## src/rtl/lfss_pkg.sv

```systemverilog
// ----------------------------------------------------------------------------
// lfss_pkg
// Shared types and constants for the LED frame shift serializer.
// ----------------------------------------------------------------------------
`default_nettype none

package lfss_pkg;

  // Frame word geometry
  localparam int unsigned WordW    = 16;
  localparam int unsigned BitSelW  = 4;
  // Wide enough for any LED number up to the largest supported count
  localparam int unsigned LedExtW  = 6;
  localparam int unsigned WordSelW = LedExtW - BitSelW;

  localparam logic [WordW-1:0] WordAllOnes = 16'hffff;

  // Input word operation codes
  typedef enum logic {
    OpWrite   = 1'b0,
    OpRefresh = 1'b1
  } op_e;

  // Controller states
  typedef enum logic {
    StIdle  = 1'b0,
    StShift = 1'b1
  } state_e;

  // Controller to datapath commands
  typedef struct packed {
    logic write_en;
    logic load_start;
    logic shift_en;
  } cmd_t;

  // Datapath to controller status
  typedef struct packed {
    logic last_bit;
    logic slot_free;
  } status_t;

endpackage

`default_nettype wire

```

## src/rtl/lfss_ctrl.sv

```systemverilog
// ----------------------------------------------------------------------------
// lfss_ctrl
// Controller: accepts input words and sequences the shift-out of a refresh.
// ----------------------------------------------------------------------------
`default_nettype none

module lfss_ctrl import lfss_pkg::*; (
  input  wire logic    clk_i,
  input  wire logic    rst_ni,
  input  wire logic    in_valid_i,
  input  wire logic    op_i,
  input  status_t      status_i,
  output logic         in_ready_o,
  output cmd_t         cmd_o
);

  state_e state_q, state_d;
  logic   accept;

  // Take a word only between refreshes
  assign in_ready_o = (state_q == StIdle);
  assign accept     = in_valid_i & in_ready_o;

  // Next state
  always_comb begin
    state_d = state_q;
    case (state_q)
      StIdle: begin
        if (accept && (op_i == OpRefresh)) begin
          state_d = StShift;
        end
      end
      StShift: begin
        if (status_i.slot_free && status_i.last_bit) begin
          state_d = StIdle;
        end
      end
      default: state_d = StIdle;
    endcase
  end

  // Commands
  always_comb begin
    cmd_o = '0;
    case (state_q)
      StIdle: begin
        cmd_o.write_en   = accept && (op_i == OpWrite);
        cmd_o.load_start = accept && (op_i == OpRefresh);
      end
      StShift: begin
        cmd_o.shift_en = status_i.slot_free;
      end
      default: cmd_o = '0;
    endcase
  end

  // State register
  always_ff @(posedge clk_i or negedge rst_ni) begin
    if (!rst_ni) begin
      state_q <= StIdle;
    end else begin
      state_q <= state_d;
    end
  end

endmodule

`default_nettype wire

```

## src/rtl/lfss_datapath.sv

```systemverilog
// ----------------------------------------------------------------------------
// lfss_datapath
// Datapath: frame store, LED bit counter and the output word register.
// ----------------------------------------------------------------------------
`default_nettype none

module lfss_datapath import lfss_pkg::*; #(
  parameter int unsigned LED_COUNT   = 32,
  parameter int unsigned FRAME_WORDS = 2
) (
  input  wire logic             clk_i,
  input  wire logic             rst_ni,
  input  cmd_t                  cmd_i,
  input  wire logic             word_index_i,
  input  wire logic [WordW-1:0] word_data_i,
  input  wire logic             out_ready_i,
  output status_t               status_o,
  output logic                  out_valid_o,
  output logic                  serial_level_o,
  output logic                  latch_after_o
);

  localparam int unsigned LedW   = (LED_COUNT > 1) ? $clog2(LED_COUNT) : 1;
  localparam int unsigned WordAw = (FRAME_WORDS > 1) ? $clog2(FRAME_WORDS) : 1;

  logic [WordW-1:0]   store_q [FRAME_WORDS];
  logic [LedW-1:0]    led_q, led_d;
  logic [LedExtW-1:0] led_ext;
  logic [WordSelW-1:0] word_sel;
  logic               word_hit;
  logic [WordW-1:0]   word_rd;
  logic               led_lit;
  logic               out_valid_q, out_valid_d;
  logic               serial_q, serial_d;
  logic               latch_q, latch_d;
  logic               write_hit;

  // Split the LED number into word and bit select
  assign led_ext  = LedExtW'(led_q);
  assign word_sel = led_ext[LedExtW-1:BitSelW];
  assign word_hit = (32'(word_sel) < FRAME_WORDS);
  assign word_rd  = word_hit ? store_q[word_sel[WordAw-1:0]] : '0;
  assign led_lit  = word_rd[led_ext[BitSelW-1:0]];

  // Drop writes beyond the store
  assign write_hit = cmd_i.write_en && (32'(word_index_i) < FRAME_WORDS);

  // Frame store, all ones out of reset
  always_ff @(posedge clk_i or negedge rst_ni) begin
    if (!rst_ni) begin
      for (int i = 0; i < FRAME_WORDS; i++) begin
        store_q[i] <= WordAllOnes;
      end
    end else if (write_hit) begin
      store_q[WordAw'(word_index_i)] <= word_data_i;
    end
  end

  // Advance the LED counter from the top LED down
  always_comb begin
    led_d = led_q;
    if (cmd_i.load_start) begin
      led_d = LedW'(LED_COUNT - 1);
    end else if (cmd_i.shift_en) begin
      led_d = led_q - 1'b1;
    end
  end

  // Output word register: load the inverted LED bit, hold while stalled
  always_comb begin
    out_valid_d = out_valid_q & ~out_ready_i;
    serial_d    = serial_q;
    latch_d     = latch_q;
    if (cmd_i.shift_en) begin
      out_valid_d = 1'b1;
      serial_d    = ~led_lit;
      latch_d     = (led_q == '0);
    end
  end

  always_ff @(posedge clk_i or negedge rst_ni) begin
    if (!rst_ni) begin
      led_q       <= '0;
      out_valid_q <= 1'b0;
    end else begin
      led_q       <= led_d;
      out_valid_q <= out_valid_d;
    end
  end

  always_ff @(posedge clk_i) begin
    serial_q <= serial_d;
    latch_q  <= latch_d;
  end

  assign status_o.last_bit  = (led_q == '0);
  assign status_o.slot_free = ~out_valid_q | out_ready_i;

  assign out_valid_o    = out_valid_q;
  assign serial_level_o = serial_q;
  assign latch_after_o  = latch_q;

endmodule

`default_nettype wire

```

## src/rtl/led_frame_shift_serializer_unit.sv

```systemverilog
// ----------------------------------------------------------------------------
// led_frame_shift_serializer_unit
// Serialises a frame of LED bits MSB first, one data pin level per word.
// ----------------------------------------------------------------------------
// Write word: gives no result; the next word is taken at once.
// Refresh word: the LED counter loads the top LED on acceptance, then one bit per
// cycle while the output side is not stalled, LED_COUNT results; the next word
// is taken once the last bit has entered the output register.
// Reset: frame store loads all ones, controller idle, output empty.
`default_nettype none

module led_frame_shift_serializer_unit import lfss_pkg::*; #(
  parameter int unsigned LED_COUNT   = 32,
  parameter int unsigned FRAME_WORDS = 2
) (
  input  wire logic             clk_i,
  input  wire logic             rst_ni,
  input  wire logic             in_valid_i,
  output logic                  in_ready_o,
  input  wire logic             op_i,
  input  wire logic             word_index_i,
  input  wire logic [WordW-1:0] word_data_i,
  output logic                  out_valid_o,
  input  wire logic             out_ready_i,
  output logic                  serial_level_o,
  output logic                  latch_after_o
);

  cmd_t    cmd;
  status_t status;

  // Sequence the refresh
  lfss_ctrl u_ctrl (
    .clk_i      (clk_i),
    .rst_ni     (rst_ni),
    .in_valid_i (in_valid_i),
    .op_i       (op_i),
    .status_i   (status),
    .in_ready_o (in_ready_o),
    .cmd_o      (cmd)
  );

  // Hold the frame and shift bits out
  lfss_datapath #(
    .LED_COUNT   (LED_COUNT),
    .FRAME_WORDS (FRAME_WORDS)
  ) u_datapath (
    .clk_i          (clk_i),
    .rst_ni         (rst_ni),
    .cmd_i          (cmd),
    .word_index_i   (word_index_i),
    .word_data_i    (word_data_i),
    .out_ready_i    (out_ready_i),
    .status_o       (status),
    .out_valid_o    (out_valid_o),
    .serial_level_o (serial_level_o),
    .latch_after_o  (latch_after_o)
  );

endmodule

`default_nettype wire
```

## config.mk

```make
export PLATFORM = sky130hd
export DESIGN_NAME = led_frame_shift_serializer_unit
export DESIGN_NICKNAME = d
export VERILOG_FILES = /design/src/rtl/lfss_pkg.sv /design/src/rtl/lfss_ctrl.sv /design/src/rtl/lfss_datapath.sv /design/src/rtl/led_frame_shift_serializer_unit.sv
export SDC_FILE = /design/constraint.sdc
export NUM_CORES = 1
export LEC_CHECK = 0
export BUFFER_PORTS_ARGS = -buffer_cell sky130_fd_sc_hd__buf_2
export CAP_MARGIN = 20
export CORE_UTILIZATION = 59
export CTS_BUF_LIST = sky130_fd_sc_hd__clkbuf_8
export CTS_CLUSTER_DIAMETER = 100
export DETAILED_ROUTE_END_ITERATION = 12
export GPL_TIMING_DRIVEN = 0
export PLACE_DENSITY_LB_ADDON = 0.15
export RECOVER_POWER = 100
export REMOVE_ABC_BUFFERS = 1
export SYNTH_ARGS = -nofsm -noshare
export SYNTH_HDL_FRONTEND = slang
export SYNTH_SLANG_ARGS = --single-unit
export TNS_END_PERCENT = 20
```

## constraint.sdc

```tcl
create_clock -name clk_i -period 2.5 [get_ports clk_i]
set_clock_uncertainty 0.2 [all_clocks]
set_input_delay 0.75 -clock clk_i [delete_from_list [all_inputs] [get_ports clk_i]]
set_output_delay 0.75 -clock clk_i [all_outputs]
set_load 0.005 [all_outputs]
```

==> results.toml <==
[logic_synthesis]
ys_ff_latch = 41
yosys_warnings = 0
syn_avg_cell_area_sq_um = 15.7
synth_cell_types = 29
yosysSeqAreaShare_pct = 56.8
syn_inst = 121
synthesis.area_sq_um = 1900

[route]
drt_iter0_drc = 47
ant_nets = 0
wirelength_um = 3290
dr.pass1.iters = 4
viasPerCell = 5.77
drc = 0
vias = 1119
wire_per_inst_um = 16.9

[critical_path]
r2r-end = "u_datapath.serial_level_o"
end_kind = "flip-flop"
worstReg2RegStart = "u_datapath.led_q[4]"
startpoint_type = "primary input"
required_ps = 2510
crit_fanout = 14
reg2regPathDepth = 3
r2r_slack_ps = 180
arrival_ps = 2370
crit_type = "primary input to flip-flop"

[floorplan]
fp-row-count = 20
dieHeight_um = 58.7
chipWidth_um = 58.7
ios = 26
initial_core_util_pct = 62.1
core-area_sq_um = 3050
fp.dieArea_sq_um = 3440

[power_and_ir_drop]
vdd_ir_drop_max_uv = 627
p_per_area_nw_per_um2 = 1210
p_total_mw = 2.60
p_leak_nw = 0.854

[clock_tree]
cts_tree = "yes"
insertion_delay_ps = 290
clockBufferDepth = 2
clockRootBuffer = "clkbuf_8"
cts.sink_count = 41
hold_buffers = 0
htreeDepth = 2
post_cts_buffers = 0
cts-resized-gates = 0
clk_pin_slew_worst_paths_ps = 70
cts_buffers = 5

[timing]
min_period_ps = 2360
tightest_slew_ps = 1040
fin_crit_sh_pct = 94.5
fmaxAchievable_mhz = 423
slew_headroom_pct = 29.7
maxSlewViolCount = 0
setup_viol_count_final = 0
grt_setup_unrepaired = "no"
hold_viol_final = 0

[layout]
design.final.nets = 172
fin_cells = 194
fin_area_sq_um = 2150
regArea_sq_um = 1080
antenna_cells = 0
multi_input_area_sq_um = 774
area_delta_synth_final_pct = 13.3
fin_util_pct = 70.3
fillers = 239
drive_gt1_share_pct = 69.3

[global_route]
grt_pass1_wl_um = 5470
grt_usage_pct = 22.7
antenna_found_initial = 0
grt_pass1_vias = 1145
gr-total-overflow = 0
grt_max_degree = 40

[outcome]
outcome = "finished, final reports clean"

[min_path]
hold_path_class = "primary input to asynchronous set/reset pin"

[place]
gp_congestion = 0.748
portBuffers = 25
placed_area_sq_um = 2100
dp.cells = 186

[run]
maxCapViolCount = 0
==> Yosys cell counts (all sizes together) <==
| cell | instances | area share [%] |
|---|---|---|
| edfxtp | 2 | 3.2 |
| nor3 | 2 | 0.53 |
| nor2b | 1 | 0.33 |
| mux4 | 10 | 12 |
| nor4b | 1 | 0.79 |
| or3b | 1 | 0.46 |
| nand2 | 1 | 0.20 |
| nand2b | 1 | 0.33 |
| nor4bb | 1 | 0.53 |
| o21ai | 4 | 1.1 |
| inv | 3 | 0.59 |
| dfstp | 32 | 44 |
| clkbuf | 2 | 0.40 |
| or4 | 1 | 0.40 |
| nor2 | 2 | 0.40 |
| dfrtp | 7 | 9.2 |
| nand3 | 5 | 1.3 |
| o311ai | 1 | 0.46 |
| buf | 4 | 1.2 |
| and4 | 1 | 0.46 |
| clkinv | 1 | 0.20 |
| o31ai | 1 | 0.40 |
| ha | 1 | 0.66 |
| nand4 | 1 | 0.33 |
| mux2 | 32 | 19 |
| a31oi | 1 | 0.33 |
| mux2i | 1 | 0.53 |
| a31o | 1 | 0.46 |
==> cell type report <==
cell class,count,share of cell area [%]
multi-input combinational,70,36.1
tap,44,2.56
sequential,41,50.1
clock buffer,5,3.21
inverter,4,0.699
timing repair buffer,27,6.82
clock inverter,3,0.524
==> worst max-delay path: stages <==
cell	delay, ps
clkbuf_1	110
nor4bb_1	890
buf_8	260
mux2_2	350
==> layer usage <==
| layer | GRT usage [%] | part of all wire, % | vias up |
|---|---|---|---|
| li1 | - | - | 511 |
| met1 | 26.9 | 42 | 583 |
| met2 | 38.3 | 53 | 19 |
| met3 | 7.91 | 2.9 | 6 |
| met4 | 8.84 | 1.8 | 0 |
| met5 | 0 | 0 | - |
==> worst max-delay path by stage <==
| stage | startpoint | endpoint | slack, ps | cells after the start |
|---|---|---|---|---|
| after floorplan | word_index_i | u_datapath.store_q[0] | -610 | 2 |
| final | op_i | u_datapath.store_q[4] | 140 | 4 |
| after CTS | u_datapath.led_q[4] | u_datapath.serial_level_o | 140 | 3 |
| after detailed placement | u_datapath.led_q[4] | u_datapath.serial_level_o | 160 | 3 |
| after global routing | u_datapath.led_q[4] | u_datapath.serial_level_o | 50 | 3 |
| after global placement | op_i | u_datapath.store_q[13] | -1610 | 3 |
==> state kept, by name, summed over array words and instances (netlist names) <==
name and cells:
u_datapath.led_q 5, u_ctrl.state_q 1, u_datapath.serial_level_o 1, u_datapath.store_q 32, u_datapath.out_valid_o 1, u_datapath.latch_after_o 1
==> through the flow <==
| stage | setup WS [ps] | hold slack [ps] | TNS, ps |
|---|---|---|---|
| after floorplan | -609 | 254 | -9750 |
| after global placement | -1610 | 364 | -35280 |
| after detailed placement | 161 | 401 | 0 |
| after CTS | 137 | 374 | 0 |
| after global routing | 54.3 | 424 | 0 |
| final | 138 | 389 | 0 |
==> cells in the final DEF (no fill, tap or decap), types with 4 or more instances in the layout <==
cell	count
dfstp_2	32
dfrtp_1	7
clkbuf_1	4
nand3_1	5
o21ai_0	4
mux4_2	10
clkbuf_8	5
mux2_2	31
inv_1	6
buf_2	20
==> report_power, final <==
| part | leakage (nW) | internal (mW) | switching (mW) |
|---|---|---|---|
| Clock | 0.0519 | 0.186 | 0.200 |
| Combinational | 0.371 | 0.538 | 0.259 |
| Sequential | 0.431 | 1.17 | 0.248 |
==> kinds of logic (layout without fill, tap and decap cells) <==
family | after synthesis | count (layout) | share of synthesized area (%)
compound gates | 8 | 8 | 2.71
fa+ha+maj | 1 | 1 | 0.660
buf+inv | 10 | 39 | 2.38
flops | 41 | 41 | 56.8
mux | 43 | 43 | 31.4
simple gates | 18 | 18 | 6.07
Note: power is estimated with default switching activity, not from simulation.
